==> src/hw/rtl/quadratic_root_solver_macros.svh <==
// Assertion macros for the quadratic root solver.
`ifndef QUADRATIC_ROOT_SOLVER_MACROS_SVH
`define QUADRATIC_ROOT_SOLVER_MACROS_SVH

// Same-cycle implication, checked on every rising edge outside reset.
`define QRS_ASSERT_IMP(label, ante, cons, msg) \
    label: assert property (@(posedge clk) disable iff (!rst_n) (ante) |-> (cons)) \
        else $error(msg);

// Next-cycle implication, checked on every rising edge outside reset.
`define QRS_ASSERT_NXT(label, ante, cons, msg) \
    label: assert property (@(posedge clk) disable iff (!rst_n) (ante) |=> (cons)) \
        else $error(msg);

`endif

==> src/hw/rtl/qrs_pkg.sv <==
// Shared widths, codes and pipeline payload types for the quadratic root solver.
`timescale 1ns / 1ps
`default_nettype none

package qrs_pkg;

    localparam int COEF_W     = 16;
    localparam int RAD_W      = 50;
    localparam int ROOT_W     = 25;
    localparam int REM_W      = 27;
    localparam int SQ_STAGES  = 25;
    localparam int NB_W       = 25;
    localparam int NUM_W      = 27;
    localparam int QM_W       = 33;
    localparam int DEN_W      = 16;
    localparam int DIV_STAGES = 33;
    localparam int VAL_W      = 32;

    typedef enum logic [1:0] {
        KIND_REAL    = 2'd0,
        KIND_DOUBLE  = 2'd1,
        KIND_COMPLEX = 2'd2,
        KIND_DEGEN   = 2'd3
    } kind_t;

    typedef struct packed {
        kind_t             kind;
        logic [NB_W-1:0]   nb;
        logic              a_neg;
        logic [DEN_W-1:0]  a_mag;
    } side_t;

    typedef struct packed {
        logic [RAD_W-1:0]  rad;
        side_t             side;
    } fr_t;

    typedef struct packed {
        logic [ROOT_W-1:0] root;
        side_t             side;
    } sq_t;

    typedef struct packed {
        kind_t             kind;
        logic [VAL_W-1:0]  first;
        logic [VAL_W-1:0]  second;
        logic              ovf;
    } result_t;

endpackage

`default_nettype wire

==> src/hw/rtl/qrs_front.sv <==
// Product and discriminant stages: forms b*b and a*c, then D, its magnitude and the root kind.
`timescale 1ns / 1ps
`default_nettype none

module qrs_front
(
    input  wire logic                                clk,
    input  wire logic                                rst_n,
    input  wire logic                                in_valid,
    output logic                                     in_ready,
    input  wire logic signed [qrs_pkg::COEF_W-1:0]   coef_a,
    input  wire logic signed [qrs_pkg::COEF_W-1:0]   coef_b,
    input  wire logic signed [qrs_pkg::COEF_W-1:0]   coef_c,
    output logic                                     out_valid,
    input  wire logic                                out_ready,
    output qrs_pkg::fr_t                             out_data
);

    logic                                 vld0_reg;
    logic                                 vld1_reg;
    logic signed [qrs_pkg::COEF_W-1:0]    a0_reg;
    logic signed [qrs_pkg::COEF_W-1:0]    b0_reg;
    logic signed [31:0]                   bb_reg;
    logic signed [31:0]                   ac_reg;
    logic signed [31:0]                   bb_next;
    logic signed [31:0]                   ac_next;
    qrs_pkg::fr_t                         out_reg;
    qrs_pkg::fr_t                         out_next;
    logic                                 rdy0;
    logic                                 rdy1;
    logic signed [34:0]                   disc;
    logic [34:0]                          mag_w;

    assign rdy1     = !vld1_reg || out_ready;
    assign rdy0     = !vld0_reg || rdy1;
    assign in_ready = rdy0;

    always_comb
    begin
        bb_next = 32'(coef_b) * 32'(coef_b);
        ac_next = 32'(coef_a) * 32'(coef_c);
    end

    always_comb
    begin
        disc  = 35'(bb_reg) - (35'(ac_reg) <<< 2);
        mag_w = disc[34] ? 35'(-disc) : disc;
        out_next.rad        = {1'b0, mag_w[32:0], 16'b0};
        out_next.side.nb    = qrs_pkg::NB_W'(-(25'(b0_reg) <<< 8));
        out_next.side.a_neg = a0_reg[15];
        out_next.side.a_mag = a0_reg[15] ? 16'(-a0_reg) : a0_reg;
        if (a0_reg == '0)
        begin
            out_next.side.kind = qrs_pkg::KIND_DEGEN;
        end
        else if (disc == '0)
        begin
            out_next.side.kind = qrs_pkg::KIND_DOUBLE;
        end
        else if (disc[34])
        begin
            out_next.side.kind = qrs_pkg::KIND_COMPLEX;
        end
        else
        begin
            out_next.side.kind = qrs_pkg::KIND_REAL;
        end
    end

    always_ff @(posedge clk or negedge rst_n)
    begin
        if (!rst_n)
        begin
            vld0_reg <= 1'b0;
            vld1_reg <= 1'b0;
        end
        else
        begin
            if (rdy0)
            begin
                vld0_reg <= in_valid;
            end
            if (rdy1)
            begin
                vld1_reg <= vld0_reg;
            end
        end
    end

    always_ff @(posedge clk)
    begin
        if (rdy0 && in_valid)
        begin
            a0_reg <= coef_a;
            b0_reg <= coef_b;
            bb_reg <= bb_next;
            ac_reg <= ac_next;
        end
        if (rdy1 && vld0_reg)
        begin
            out_reg <= out_next;
        end
    end

    assign out_valid = vld1_reg;
    assign out_data  = out_reg;

endmodule

`default_nettype wire

==> config.mk <==
export PLATFORM = sky130hd
export DESIGN_NAME = qrs_front
export DESIGN_NICKNAME = d
export VERILOG_FILES = /design/src/hw/rtl/quadratic_root_solver_macros.svh /design/src/hw/rtl/qrs_pkg.sv /design/src/hw/rtl/qrs_front.sv
export SDC_FILE = /design/constraint.sdc
export NUM_CORES = 2
export LEC_CHECK = 0
export BUFFER_PORTS_ARGS = -buffer_cell sky130_fd_sc_hd__buf_2
export CORE_MARGIN = 1
export CORE_UTILIZATION = 65
export CTS_CLUSTER_SIZE = 25
export DETAILED_ROUTE_END_ITERATION = 8
export GPL_TIMING_DRIVEN = 0
export PLACE_DENSITY_LB_ADDON = 0.3
export SLEW_MARGIN = 20
export SYNTH_ARGS = -nofsm -noshare
export SYNTH_HDL_FRONTEND = slang
export SYNTH_SLANG_ARGS = --single-unit
==> constraint.sdc <==
create_clock -name clk -period 4.8 [get_ports clk]
set_clock_uncertainty 0.05 [all_clocks]
set_input_delay 0.96 -clock clk [delete_from_list [all_inputs] [get_ports clk]]
set_output_delay 0.96 -clock clk [all_outputs]
set_load 0.02 [all_outputs]
==> summary.txt <==
Clock tree
  • Clock latency on the worst-skew pair: approximately 500 ps
  • CTS tree: built
  • Clock transition at path regs: 70 ps
  • Root Driver: clkbuf_16
  • Clock sink total: about 160
  • Cts bufs inserted: 17
  • Clock Path Buffers: 2
  • H-Tree Depth: 4

Synthesis
  • Fraction of registers with async set/reset: 0.0122
  • Synth warnings: 0
  • Syn avg cell area: 9.97 µm²
  • Cell area after synthesis: around 0.027 mm²
  • Ys flop type: edfxtp_1
  • Number of synthesized register bits: 164
  • Post-synthesis sequential area ratio: 0.182
  • EDFF count, synth: ~160
  • Mapped Cells: 2710
  • Distinct cells, synth: between 80 and 90

Detailed routing
  • Initial drt markers: between 2000 and 2500
  • DRT antenna net count: 0
  • Via density: approximately 6
  • Average routed wire per standard cell: roughly 21 µm
  • WL final: 75800 µm
  • Pre-Repair DR Iteration Count: 8
  • DRC Markers: 0
  • Via Count: between 20000 and 25000

Worst setup path
  • Critical Path AT: 6880 ps
  • CP Capture Type: register
  • Data required, critical path: 4980 ps
  • Crit path launch: coef_b[1]
  • Worst-path fanout max: 5
  • Crit Reg-Reg Startpoint: bb_reg[2]
  • Crit Path Category: primary input to register
  • Crit path launch type: primary input

Layout
  • Most frequent cells in the layout: 588 x inv_1, 460 x fa_1, 212 x nand2_1
  • Nets: ~3800
  • Max reg flops: 68
  • Commonest non-fill, non-tap cell in the layout: inv_1
  • Area Growth Syn to Fin: 22.9%
  • Layout cell share with drive strength beyond 1: 0.241

Die
  • Core Region: just over 0.04 mm²
  • Cell Rows: 74
  • Die H: roughly 210 µm
  • Area of the die: roughly 0.042 mm²
  • IO Pins: 148
  • Initial core utilization: 0.660
  • Die width: between 200 and 250 µm

Global route
  • Global route overflow: 0
  • Global Route Usage Sum: 0.364
  • Vias in the first global route: between 20000 and 25000
  • Largest net degree at the start of global routing: 52
  • Global-route wire length before repair: 116000 µm
  • Antenna violations before repair: 1

STA
  • Slew Limit Fails: 0
  • Setup Viol. Count Final: 47
  • Period utilisation layout: 1.40
  • Setup ws final: -1900 ps
  • Max Fclk: between 100 and 150 MHz
  • Clock period minus worst slack: between 6000 and 7000 ps
  • Unrepaired setup endpoints after global routing: true
  • Tightest Pin Transition: between 900 and 1000 ps
  • Final hold vios: 0
  • Hold Slack: roughly 200 ps
  • Worst slew margin: 0.337

Place
  • Port bufs: 122
  • Post-DP HPWL: 53700 µm
  • GPL Wtd Cong: about 1

Hold path
  • Worst hold path type: primary input to async pin

Job
  • Max Cap Viol: 0

Outcome
  • Failing checks: negative setup slack
  • Outcome: finished, violations left
[worst max-delay path, stage by stage]
cell	delay [ps]
buf_8	100
clkbuf_16	140
clkbuf_16	150
and2_4	150
fa_2	600
buf_12	130
fa_2	470
fa_1	520
fa_1	520
fa_1	500
inv_1	50
fa_1	490
inv_2	50
ha_4	210
a21o_1	160
a21o_1	180
a21oi_2	160
or3b_4	390
o211ai_1	290
a21boi_1	130
o21ai_1	220
nor2b_2	200
xnor2_1	100
[logic make-up after synthesis]
logic type,Yosys count,share of synthesized area
AOI/OAI and AO/OA,276,0.0690
xor gates and xnor gates,161,0.0527
adders and majority gates,701,0.463
buffers and inverters,738,0.106
DFF,164,0.182
muxes,5,0.00236
other,1,0.000139
and+or+nand+nor,664,0.125
[timing repair]
item / CTS / global route
setup endpoints to repair: 47 / 48
gates cloned: 0 / 3
hold buffers: 0 / 0
buffers inserted: 125 / 73
resized for setup: 363 / 156
pin swaps: 153 / 147
[Yosys cell counts (9+ instances only)]
library cell	n	share of area
edfxtp_1	162	0.18
fa_1	497	0.37
and3_1	9	0.0021
a21o_1	47	0.013
a21oi_1	79	0.015
nand2b_1	19	0.0044
a31oi_1	13	0.0030
ha_1	204	0.094
nor3_1	24	0.0044
nor2b_1	14	0.0032
o21bai_1	11	0.0031
nand3_1	19	0.0035
nand4_1	14	0.0032
nor2_1	90	0.013
a211oi_1	11	0.0031
buf_4	26	0.0072
inv_1	642	0.089
or3_1	14	0.0032
and2_1	182	0.042
xor2_1	53	0.017
clkbuf_1	60	0.0083
xnor2_1	106	0.034
nand2_1	242	0.034
o21ai_0	39	0.0072
[metrics by stage]
| stage | worst slack [ps] | setup TNS, ps | cell area [µm²] | std cells | utilization |
|---|---|---|---|---|---|
| 2_1_floorplan | -1850 | -51270 | 27800 | 2734 | - |
| 3_3_place_gp | -2750 | -85220 | 29100 | 3388 | 0.710 |
| 3_5_place_dp | -2820 | -85970 | 29100 | 3390 | 0.712 |
| 4_1_cts | -1790 | -49020 | 32200 | 3542 | 0.786 |
| 5_1_grt | -2080 | -59320 | 33200 | 3601 | 0.811 |
| 6_report | -1900 | -54340 | 33200 | 3602 | 0.811 |
[final timing paths]
kind | endpoint | slack [ps] | depth (start not counted)
min | out_valid | 200 | 1
max in group asynchronous | vld0_reg | 4400 | 1
max reg2reg | out_data[92] | 410 | 14
min in group clk | out_valid | 460 | 1
min reg2reg | out_valid | 460 | 1
max | bb_reg[28] | -1900 | 23
[routing by layer]
| metal | vias to the layer above | share of wire | GRT usage | wire (µm) |
|---|---|---|---|---|
| met1 | 10628 | 0.38 | 0.485 | 28500 |
| li1 | 9034 | - | - | - |
| met5 | - | 0.00030 | 0 | 23 |
| met2 | 1128 | 0.49 | 0.602 | 37500 |
| met4 | 2 | 0.037 | 0.124 | 2770 |
| met3 | 250 | 0.093 | 0.0703 | 7040 |
[final cells by class]
cell class                      instances  area, µm²
Timing Repair Buffer                  309       2710
Tap cell                              532        666
Clock buffer                           17        425
Antenna cell                            1       2.50
Buffer                                 91       1330
Inverter                              642       2430
Sequential cell                       164       4910
Fill cell                            2426       7720
Clock inverter                         14        128
Multi-Input combinational cell       1832      20600
Power is not shown: default switching activity piles up to over one toggle a cycle in this logic, so the estimate is an artifact.
